### src/rtl/core/dda_pkg.sv
// Types and constants shared by the DDA line rasterizer modules.
`timescale 1ns / 1ps
`default_nettype none
package dda_pkg;

    localparam int COORD_BITS    = 6;
    localparam int FRAC_BITS_DEF = 16;

    typedef logic [COORD_BITS-1:0] t_coord;

    typedef struct packed {
        t_coord x_start;
        t_coord y_start;
        t_coord x_end;
        t_coord y_end;
    } t_seg_in;

    typedef struct packed {
        t_coord px;
        t_coord py;
        logic   last;
    } t_pt_out;

    typedef struct packed {
        logic load;
        logic div_step;
        logic emit_step;
    } t_dp_cmd;

    typedef struct packed {
        logic zero_len;
        logic div_last;
        logic emit_last;
    } t_dp_stat;

    typedef enum logic [1:0] {
        ST_IDLE,
        ST_DIV,
        ST_EMIT
    } t_state;

endpackage
`default_nettype wire

### src/rtl/core/dda_ctrl.sv
// Controller state machine: load, divide, then emit points.
`timescale 1ns / 1ps
`default_nettype none
module dda_ctrl (
    input  logic              i_clk,
    input  logic              i_rst_n,
    input  logic              i_start,
    input  dda_pkg::t_dp_stat i_stat,
    output dda_pkg::t_dp_cmd  o_cmd,
    output logic              o_busy
);
    import dda_pkg::*;

    t_state r_state;
    t_state n_state;

    always_ff @(posedge i_clk) begin
        if (!i_rst_n) begin
            r_state <= ST_IDLE;
        end else begin
            r_state <= n_state;
        end
    end

    always_comb begin
        n_state = r_state;
        o_cmd   = '0;
        o_busy  = 1'b1;
        unique case (r_state)
            ST_IDLE: begin
                o_busy = 1'b0;
                if (i_start) begin
                    o_cmd.load = 1'b1;
                    n_state    = ST_DIV;
                end
            end
            ST_DIV: begin
                // a zero-length segment skips the divide, increment stays zero
                if (i_stat.zero_len) begin
                    n_state = ST_EMIT;
                end else begin
                    o_cmd.div_step = 1'b1;
                    if (i_stat.div_last) begin
                        n_state = ST_EMIT;
                    end
                end
            end
            ST_EMIT: begin
                o_cmd.emit_step = 1'b1;
                if (i_stat.emit_last) begin
                    n_state = ST_IDLE;
                end
            end
            default: begin
                n_state = ST_IDLE;
            end
        endcase
    end

endmodule
`default_nettype wire

### src/rtl/core/dda_dp.sv
// Datapath: segment setup, restoring divider and point accumulator.
`timescale 1ns / 1ps
`default_nettype none
module dda_dp #(
    parameter int FRAC_BITS = dda_pkg::FRAC_BITS_DEF
) (
    input  logic              i_clk,
    input  logic              i_rst_n,
    input  dda_pkg::t_seg_in  i_seg,
    input  dda_pkg::t_dp_cmd  i_cmd,
    output dda_pkg::t_dp_stat o_stat,
    output logic              o_valid,
    output dda_pkg::t_pt_out  o_pt
);
    import dda_pkg::*;

    localparam int CB = COORD_BITS;
    localparam int QW = FRAC_BITS + 1;
    localparam int AW = COORD_BITS + FRAC_BITS + 1;
    localparam int CW = $clog2(FRAC_BITS + 1);

    // setup from the incoming word
    logic   x_neg, y_neg, x_maj;
    t_coord adx, ady, major, minor;

    always_comb begin
        x_neg = i_seg.x_end < i_seg.x_start;
        y_neg = i_seg.y_end < i_seg.y_start;
        adx   = x_neg ? i_seg.x_start - i_seg.x_end : i_seg.x_end - i_seg.x_start;
        ady   = y_neg ? i_seg.y_start - i_seg.y_end : i_seg.y_end - i_seg.y_start;
        x_maj = adx >= ady;
        major = x_maj ? adx : ady;
        minor = x_maj ? ady : adx;
    end

    t_coord          r_xs, r_ys, r_major, r_i;
    logic            r_xneg, r_yneg, r_xmaj;
    logic [CB:0]     r_rem;
    logic [QW-1:0]   r_q;
    logic [CW-1:0]   r_cnt;
    logic [AW-1:0]   r_acc;
    logic            r_valid;
    t_pt_out         r_pt;

    // divider step: one quotient bit per cycle, remainder after the subtract always below major
    logic        div_ge;
    logic [CB:0] div_diff, div_rem;

    always_comb begin
        div_ge   = r_rem >= {1'b0, r_major};
        div_diff = r_rem - {1'b0, r_major};
        div_rem  = div_ge ? div_diff : r_rem;
    end

    // point for the current step
    t_coord off, dx, dy, px, py;

    always_comb begin
        off = r_acc[FRAC_BITS +: CB];
        dx  = r_xmaj ? r_i : off;
        dy  = r_xmaj ? off : r_i;
        px  = r_xneg ? r_xs - dx : r_xs + dx;
        py  = r_yneg ? r_ys - dy : r_ys + dy;
    end

    always_ff @(posedge i_clk) begin
        if (i_cmd.load) begin
            r_xs    <= i_seg.x_start;
            r_ys    <= i_seg.y_start;
            r_xneg  <= x_neg;
            r_yneg  <= y_neg;
            r_xmaj  <= x_maj;
            r_major <= major;
            r_rem   <= {1'b0, minor};
            r_q     <= '0;
            r_cnt   <= '0;
            r_i     <= '0;
            // accumulator starts at one half for round half up
            r_acc   <= {{(AW-FRAC_BITS){1'b0}}, 1'b1, {(FRAC_BITS-1){1'b0}}};
        end
        if (i_cmd.div_step) begin
            r_rem <= {div_rem[CB-1:0], 1'b0};
            r_q   <= {r_q[QW-2:0], div_ge};
            r_cnt <= r_cnt + CW'(1);
        end
        if (i_cmd.emit_step) begin
            r_acc   <= r_acc + {{(AW-QW){1'b0}}, r_q};
            r_i     <= r_i + t_coord'(1);
            r_pt.px <= px;
            r_pt.py <= py;
            r_pt.last <= (r_i == r_major);
        end
    end

    always_ff @(posedge i_clk) begin
        if (!i_rst_n) begin
            r_valid <= 1'b0;
        end else begin
            r_valid <= i_cmd.emit_step;
        end
    end

    always_comb begin
        o_stat.zero_len  = (r_major == '0);
        o_stat.div_last  = (r_cnt == CW'(FRAC_BITS));
        o_stat.emit_last = (r_i == r_major);
    end

    assign o_valid = r_valid;
    assign o_pt    = r_pt;

endmodule
`default_nettype wire

### src/rtl/core/dda_line_rasterizer.sv
// DDA line rasterizer top level: controller plus datapath.
// Per segment: the accept cycle loads, the divider then forms FRAC_BITS+1 quotient bits
// (skipped for a zero-length segment), then major+1 points follow at one per cycle.
// Points are registered outputs; no new word is accepted before the last point of the
// previous segment is strobed.
// Points are single-cycle strobes, receiver cannot stall. Sync active-low reset.
`timescale 1ns / 1ps
`default_nettype none
module dda_line_rasterizer #(
    parameter int FRAC_BITS = dda_pkg::FRAC_BITS_DEF
) (
    input  logic             i_clk,
    input  logic             i_rst_n,
    input  logic             start,
    output logic             busy,
    input  dda_pkg::t_seg_in i_seg,
    output logic             o_valid,
    output dda_pkg::t_pt_out o_pt
);
    import dda_pkg::*;

    t_dp_cmd  cmd;
    t_dp_stat stat;

    dda_ctrl u_ctrl (
        .i_clk   (i_clk),
        .i_rst_n (i_rst_n),
        .i_start (start),
        .i_stat  (stat),
        .o_cmd   (cmd),
        .o_busy  (busy)
    );

    dda_dp #(
        .FRAC_BITS (FRAC_BITS)
    ) u_dp (
        .i_clk   (i_clk),
        .i_rst_n (i_rst_n),
        .i_seg   (i_seg),
        .i_cmd   (cmd),
        .o_stat  (stat),
        .o_valid (o_valid),
        .o_pt    (o_pt)
    );

endmodule
`default_nettype wire

### config.mk
export PLATFORM = sky130hd
export DESIGN_NAME = dda_line_rasterizer
export DESIGN_NICKNAME = d
export VERILOG_FILES = /design/src/rtl/core/dda_pkg.sv /design/src/rtl/core/dda_ctrl.sv /design/src/rtl/core/dda_dp.sv /design/src/rtl/core/dda_line_rasterizer.sv
export SDC_FILE = /design/constraint.sdc
export NUM_CORES = 1
export LEC_CHECK = 0
export ABC_AREA = 1
export BUFFER_PORTS_ARGS = -buffer_cell sky130_fd_sc_hd__buf_2
export CAP_MARGIN = 20
export CORE_MARGIN = 4
export CORE_UTILIZATION = 40
export CTS_CLUSTER_DIAMETER = 80
export DETAILED_ROUTE_END_ITERATION = 12
export PLACE_DENSITY = 0.69
export SYNTH_ARGS = -nofsm -noshare
export SYNTH_HDL_FRONTEND = slang
export SYNTH_SLANG_ARGS = --single-unit
### constraint.sdc
create_clock -name i_clk -period 2.9 [get_ports i_clk]
set_input_delay 0.435 -clock i_clk [delete_from_list [all_inputs] [get_ports i_clk]]
set_output_delay 0.435 -clock i_clk [all_outputs]
set_load 0.02 [all_outputs]
After elaboration in Yosys (flattened, before gate mapping)
Index checks and enable logic that the tools add are counted.
{"block": "op_classes", "addsub": 12, "reduce_logical": 5, "mux": 30, "magnitude_cmp": 4, "eq_ne": 7}
{"operator": "two-way mux 6 bit", "n": 11}
{"operator": "two-way mux 23 bit", "n": 2}
{"operator": "subtractor 6 bit", "n": 7}
{"operator": "two-way mux 17 bit", "n": 2}
{"operator": "adder 23 x 17 -> 23 bit", "n": 1}
{"operator": "two-way mux 7 bit", "n": 2}
{"operator": "adder 6 bit", "n": 2}
{"operator": "< comparator 6 bit", "n": 2}
{"operator": "two-way mux 5 bit", "n": 2}
{"operator": "two-way mux 2 bit", "n": 4}
{"operator": ">= comparator 7 x 6 -> 1 bit", "n": 1}
{"operator": "adder 6 x 1 -> 6 bit (second input constant)", "n": 1}
{"operator": "== test 6 bit", "n": 1}
{"operator": ">= comparator 6 bit", "n": 1}
{"operator": "logical NOT 6 bit", "n": 1}
{"operator": "two-way mux 1 bit", "n": 6}
{"operator": "one-hot mux 2 bit (3 select lines)", "n": 1}
{"operator": "adder 5 x 1 -> 5 bit (second input constant)", "n": 1}
{"operator": "== test 5 bit (second input constant)", "n": 1}
{"operator": "!= test 2 bit (second input constant)", "n": 2}
{"operator": "nonzero test 2 bit", "n": 2}
{"operator": "!= test 3 bit (second input constant)", "n": 1}
{"operator": "AND reduction 3 bit", "n": 1}
{"operator": "== test 2 x 1 -> 1 bit (second input constant)", "n": 1}
{"operator": "2 further kinds", "n": 2}
{"block": "totals", "ff_bits": 95, "out_inout_bits": 15, "in_bits": 27}

Logic depth before layout (Yosys ltp)
{"block": "logic_depth", "ltp_word": 6, "mapped_depth": 22, "ltp_nobuf": 20}

By module
From an unflattened synthesis, not the netlist that was laid out.
{"block": "unflattened", "hier_cells": 904, "area_unflattened_um2": 7060.5}
{"module": "dda_dp", "seq_area_each_um2": 2742.6, "instances": 1, "cells_each": 882, "area_each_um2": 6930.4}
{"module": "dda_ctrl", "seq_area_each_um2": 40.0, "instances": 1, "cells_each": 22, "area_each_um2": 130.1}

Worst setup path before layout
OpenSTA, ideal clock, no wires.
{"block": "synth_timing", "kind": "input to register", "start": "input i_seg[6] (netlist name)", "end": "register u_dp.r_rem[4] (data pin)", "arrival_ps": 2773, "setup_time_ps": 257, "setup_slack_ps": -130, "cell_stages": 20, "path_cell_list": "inv_1 -> ha_1 -> inv_1 -> fa_1 -> nand3_1 -> nand2_1 -> nand2_1 -> nand2_1 -> inv_1 -> o21ai_0 -> nand2_1 -> inv_1 -> ha_1 -> nand4_1 -> a21oi_1 -> nand2b_1 -> buf_2 -> nand2_1 -> nand3_1 -> nand2_1"}
{"block": "synth_via", "elab_chain_len": 6}
{"element": "from (decl)", "line": "dda_line_rasterizer.sv:16", "text": "input dda_pkg::t_seg_in i_seg,"}
{"element": "< comparator 6 bit", "line": "dda_dp.sv:27", "text": "x_neg = i_seg.x_end < i_seg.x_start;"}
{"element": "net u_dp.x_neg", "line": "dda_dp.sv:23", "text": "logic x_neg, y_neg, x_maj;"}
{"element": "two-way mux 6 bit", "line": "dda_dp.sv:29", "text": "adx = x_neg ? i_seg.x_start - i_seg.x_end : i_seg.x_end - i_seg.x_start;"}
{"element": ">= comparator 6 bit", "line": "dda_dp.sv:31", "text": "x_maj = adx >= ady;"}
{"element": "net u_dp.x_maj", "line": "dda_dp.sv:23"}
{"element": "two-way mux 6 bit", "line": "dda_dp.sv:33", "text": "minor = x_maj ? ady : adx;"}
{"element": "two-way mux 7 bit", "line": "dda_dp.sv:67", "text": "if (i_cmd.load) begin"}
{"element": "two-way mux 7 bit", "line": "dda_dp.sv:81", "text": "if (i_cmd.div_step) begin"}
{"element": "to (signal assigned)", "line": "dda_dp.sv:74", "text": "r_rem <= {1'b0, minor};"}
{"element": "to (signal assigned)", "line": "dda_dp.sv:82", "text": "r_rem <= {div_rem[CB-1:0], 1'b0};"}
{"element": "to (decl)", "line": "dda_dp.sv:38", "text": "logic [CB:0] r_rem;"}
The timed path passes the listed nets, and every way through them passes these cells. The select of a mux whose other input is x is not followed.
A chain may end at the register's enable or synchronous reset.

Worst setup path in the final report
{"block": "layout_timing", "start": "input i_seg[0] (netlist name)", "end": "register u_dp.r_major[4] (data pin)"}
{"block": "layout_via", "elab_chain_len": 4}
{"element": "subtractor 6 bit / < comparator 6 bit (equally long branches)", "line": "dda_dp.sv:30, dda_dp.sv:28"}
{"element": "two-way mux 6 bit *", "line": "dda_dp.sv:30", "text": "ady = y_neg ? i_seg.y_start - i_seg.y_end : i_seg.y_end - i_seg.y_start;"}
{"element": ">= comparator 6 bit", "line": "dda_dp.sv:31"}
{"element": "two-way mux 6 bit *", "line": "dda_dp.sv:32", "text": "major = x_maj ? adx : ady;"}
{"element": "net u_dp.major[4]", "line": "dda_dp.sv:24", "text": "t_coord adx, ady, major, minor;"}
{"element": "to (signal assigned)", "line": "dda_dp.sv:73", "text": "r_major <= major;"}
{"element": "to (decl)", "line": "dda_dp.sv:36", "text": "t_coord r_xs, r_ys, r_major, r_i;"}
Mark *: on every way through the listed nets, which the timed path passes. The rest lies on a longest branch.

==> summary.txt <==
Setup path
  • Startpoint type of the worst setup path: input port
  • Worst setup path start: i_seg[0]
  • Max FO, Critical Path: 6
  • Crit Reg-Reg Startpoint: u_dp.r_acc[17]
  • R2r worst-path depth: 15
  • CP required: 3.01 ns
  • Worst Path Class, Setup: in2reg
  • Worst path arrival time: 2.88 ns
  • Worst Setup End Kind: flop
  • Capturing point of the worst reg2reg path: u_dp.o_pt[6]
  • Internal reg-to-reg setup slack: 0.22 ns
  • Timing endpoint of the critical path: u_dp.r_major[4]

Logic synthesis
  • Synthesized netlist net count: 1,008
  • Cell area after technology mapping: 7060 µm²
  • Library cell with the largest summed area after synthesis: sky130_fd_sc_hd__edfxtp_1
  • Main area contributors after synthesis: sky130_fd_sc_hd__edfxtp_1 38%, sky130_fd_sc_hd__ha_1 12%, sky130_fd_sc_hd__nand2_1 11%
  • Leading register cell type out of synthesis: sky130_fd_sc_hd__edfxtp_1
  • Portion of the post-synthesis area used by sequential elements: between 30% and 40%
  • Unique cell type count in the Yosys netlist: 34
  • Area fraction of the dominant cell type after synthesis: around two fifths
  • Synthesized area per cell: 7.78 µm²
  • Synthesis-stage register bit count: 94
  • Gate count of the mapped netlist: 907
  • Post-synth ARST share: 0%
  • Warnings from Yosys: 0
  • Number of flops mapped to enable cells by yosys: 90

Pwr
  • Leakage power total: around 4.2 nW
  • Power density over the cells: 875 nW/µm²
  • VDD IR max: 324 µV
  • Post-layout total power: 0.00737 W

Global routing
  • Overall global routing resource usage: 15.9%
  • Met3 Resource Use GR: 3.02%
  • Maximum number of pins on one net before global-route repair: 29
  • Wire length of the first global-routing pass: 26,000 µm
  • Busiest layer in global routing: met2
  • Number of global-route vias before repair: 5,937
  • Total grt overflow: 0
  • Met2 capacity usage during global routing: 29.0%
  • Global-route met1 utilization: 18.6%
  • Number of antenna violations at the first check in global routing: 0

Clock network
  • Depth of the CTS H-tree: 3
  • Clock transition at the registers of the reported paths: 0.06 ns
  • Number of buffers between clock root and the deepest sink: 2
  • Number of clock sinks: 94
  • Clock Latency Late Sink: 0.36 ns
  • TritonCTS clock tree: yes
  • Cts-stage hold buffer count: 0
  • Number of clock buffers inserted by TritonCTS: 9
  • Buffer type at the clock tree root: sky130_fd_sc_hd__clkbuf_16

Placed design
  • Port-buffer cells: 41
  • Routability cong.: between 0.8 and 0.9
  • Post-detail-place hpwl: 12,200 µm

STA
  • Maximum clock frequency: between 300 and 400 MHz
  • Number of max-slew violations in the final report: 0
  • Hold_ws: 0.280 ns
  • Tcrit/Tclk final: between 90% and 100%
  • Final setup fails: 0
  • Transition time of the tightest slew-check pin: 0.484 ns
  • Tightest slew margin relative to the limit: 67.6%
  • Final count of hold timing violations: 0
  • Setup skew after layout: 0.00691 ns
  • Final worst path period need: around 2.8 ns

Die
  • Number of placement rows: 48
  • Core outline area: 17,300 µm²
  • Width of the die: 141 µm
  • Initial Utilization: ~41%
  • I/O pin total: 42
  • Die area: 19,800 µm²
  • Floorplan die height: 141 µm

Cells and area
  • Total inserted antenna cells: 0
  • Final net count: 1,113
  • Area added between synthesis and finish: 19.3%
  • Fraction of layout instances using a drive strength above 1: 16.1%

Routing
  • Total number of vias: 6,064
  • Avg WL per Cell: 12.5 µm
  • Wire length reported by the detailed router: 15,500 µm
  • Detailed-route vias per instance: 4.88
  • Iteration-0 DRC count of the detailed router: 306
  • Router iterations before antenna repair: 5
  • Final antenna-violating net count: 0
  • DRC violations left: 0

Hold path
  • Hold/Removal Path Class: in2reg

Job
  • Max-capacitance violation count: 0

Status
  • Outcome: complete, no violations
[timing repair]
item | 4_1_cts | 5_1_grt
gates resized for setup | 0 | 34
endpoints found under the setup margin | 0 | 12
buffers inserted | 0 | 4
[kinds of logic (layout without fill, tap and decap cells)]
family / Yosys count / after routing / synth area share (%)
adder cells (fa/ha/maj): 74 / 74 / 14.0
buffers and inverters: 188 / 297 / 10.2
XOR/XNOR: 33 / 33 / 4.09
AO/OA/AOI/OAI: 130 / 130 / 9.52
flip-flops: 94 / 94 / 39.4
AND/OR/NAND/NOR: 388 / 389 / 22.8
[worst min path at each step]
stage	end	slack, ns	depth (start not counted)	from
final	u_dp.r_xs[5]	0.28	1	i_seg[23]
after global routing	u_dp.r_xs[5]	0.27	1	i_seg[23]
after CTS	u_dp.r_xs[5]	0.27	1	i_seg[23]
after detailed placement	u_dp.r_rem[0]	0.49	2	u_dp.r_rem[0]
after global placement	u_dp.r_rem[0]	0.49	2	u_dp.r_rem[0]
after floorplan	u_dp.r_rem[0]	0.47	2	u_dp.r_rem[0]
[Yosys cell counts, types with 2 or more instances]
cell type and n:
sky130_fd_sc_hd__nand2_1 205, sky130_fd_sc_hd__edfxtp_1 90, sky130_fd_sc_hd__ha_1 66, sky130_fd_sc_hd__nor2_1 100
sky130_fd_sc_hd__inv_1 174, sky130_fd_sc_hd__buf_2 2, sky130_fd_sc_hd__xnor2_1 3, sky130_fd_sc_hd__nand3b_1 2
sky130_fd_sc_hd__dfxtp_1 4, sky130_fd_sc_hd__nand4_1 12, sky130_fd_sc_hd__nand3_2 3, sky130_fd_sc_hd__buf_4 3
sky130_fd_sc_hd__nand2_2 2, sky130_fd_sc_hd__o21ai_1 8, sky130_fd_sc_hd__a31oi_1 3, sky130_fd_sc_hd__inv_2 2
sky130_fd_sc_hd__clkbuf_2 3, sky130_fd_sc_hd__o21ai_0 51, sky130_fd_sc_hd__fa_1 8, sky130_fd_sc_hd__xor2_1 30
sky130_fd_sc_hd__a21oi_1 61, sky130_fd_sc_hd__clkbuf_1 4, sky130_fd_sc_hd__o211ai_1 2, sky130_fd_sc_hd__a21boi_0 2
sky130_fd_sc_hd__nand3_1 46, sky130_fd_sc_hd__nor3_1 13
[cells in the final DEF (no fill, tap or decap), types with 4 or more instances in the layout]
cell type and instances:
sky130_fd_sc_hd__a21oi_1 58, sky130_fd_sc_hd__nor2_1 99, sky130_fd_sc_hd__nor3_1 13, sky130_fd_sc_hd__clkbuf_16 9, sky130_fd_sc_hd__inv_2 7, sky130_fd_sc_hd__nand4_1 12, sky130_fd_sc_hd__nand2_1 196, sky130_fd_sc_hd__dfxtp_1 4
sky130_fd_sc_hd__edfxtp_1 90, sky130_fd_sc_hd__xor2_1 30, sky130_fd_sc_hd__inv_1 169, sky130_fd_sc_hd__ha_1 61, sky130_fd_sc_hd__buf_2 41, sky130_fd_sc_hd__fa_1 5, sky130_fd_sc_hd__nand3_1 43, sky130_fd_sc_hd__nand3_2 5
sky130_fd_sc_hd__o21ai_0 49, sky130_fd_sc_hd__o21ai_1 8, sky130_fd_sc_hd__nand2_2 10, sky130_fd_sc_hd__buf_4 62
[state kept, by name, indices dropped and copies added, names as in the netlist]
name,count
u_dp.r_rem,7
u_dp.o_valid,1
u_dp.r_i,6
u_dp.r_yneg,1
u_dp.r_q,17
u_dp.r_xneg,1
u_dp.r_xs,6
u_dp.o_pt,13
u_ctrl.r_state,2
u_dp.r_xmaj,1
u_dp.r_acc,22
u_dp.r_cnt,5
u_dp.r_major,6
u_dp.r_ys,6
[where the power goes]
group	internal (W)	total (W)	switching [W]
Combinational	0.00144	0.00380	0.00237
Sequential	0.00211	0.00237	0.000259
Clock	0.000667	0.00119	0.000523
[per-layer routing]
metal / share of wire (%) / vias to the layer above
met5: 0 / -
met3: 3.3 / 25
met4: 2.0 / 0
met2: 51 / 104
met1: 44 / 2787
li1: - / 3148
[critical path: stages]
cell and delay [ns]:
sky130_fd_sc_hd__buf_2 0.10, sky130_fd_sc_hd__inv_1 0.06, sky130_fd_sc_hd__ha_2 0.17, sky130_fd_sc_hd__inv_1 0.06, sky130_fd_sc_hd__fa_2 0.44, sky130_fd_sc_hd__nand3_2 0.11, sky130_fd_sc_hd__nand3_4 0.11, sky130_fd_sc_hd__nand2_4 0.10
sky130_fd_sc_hd__nand2_1 0.05, sky130_fd_sc_hd__nand2_1 0.08, sky130_fd_sc_hd__nand2_2 0.06, sky130_fd_sc_hd__inv_2 0.08, sky130_fd_sc_hd__ha_4 0.21, sky130_fd_sc_hd__a21o_4 0.22, sky130_fd_sc_hd__nor2_2 0.20, sky130_fd_sc_hd__nand2b_4 0.10
sky130_fd_sc_hd__buf_4 0.16, sky130_fd_sc_hd__nand2_1 0.06, sky130_fd_sc_hd__o21ai_0 0.07
[layout make-up]
cell class / count / area [µm²]
Sequential cell: 94 / 2780
Clock buffer: 10 / 229
Multi-Input combinational cell: 626 / 3710
Fill cell: 1684 / 8870
Inverter: 176 / 661
Clock inverter: 6 / 61.3
Tap cell: 225 / 282
Timing Repair Buffer: 105 / 693
[through the flow]
step                      setup slack [ns]  cell area, µm²  setup TNS (ns)  utilization, %  instances
final                                0.129            8420               0            48.7       1242
after global routing               -0.0292            8420         -0.0359            48.7       1242
after CTS                           0.0693            8250               0            47.7       1237
after detailed placement            -0.311            7960           -2.96            46.0       1221
after global placement              -0.151            7960           -1.32            46.0       1221
after floorplan                    -0.0122            7090         -0.0122               -        907
Note: power is estimated with default switching activity, not from simulation.
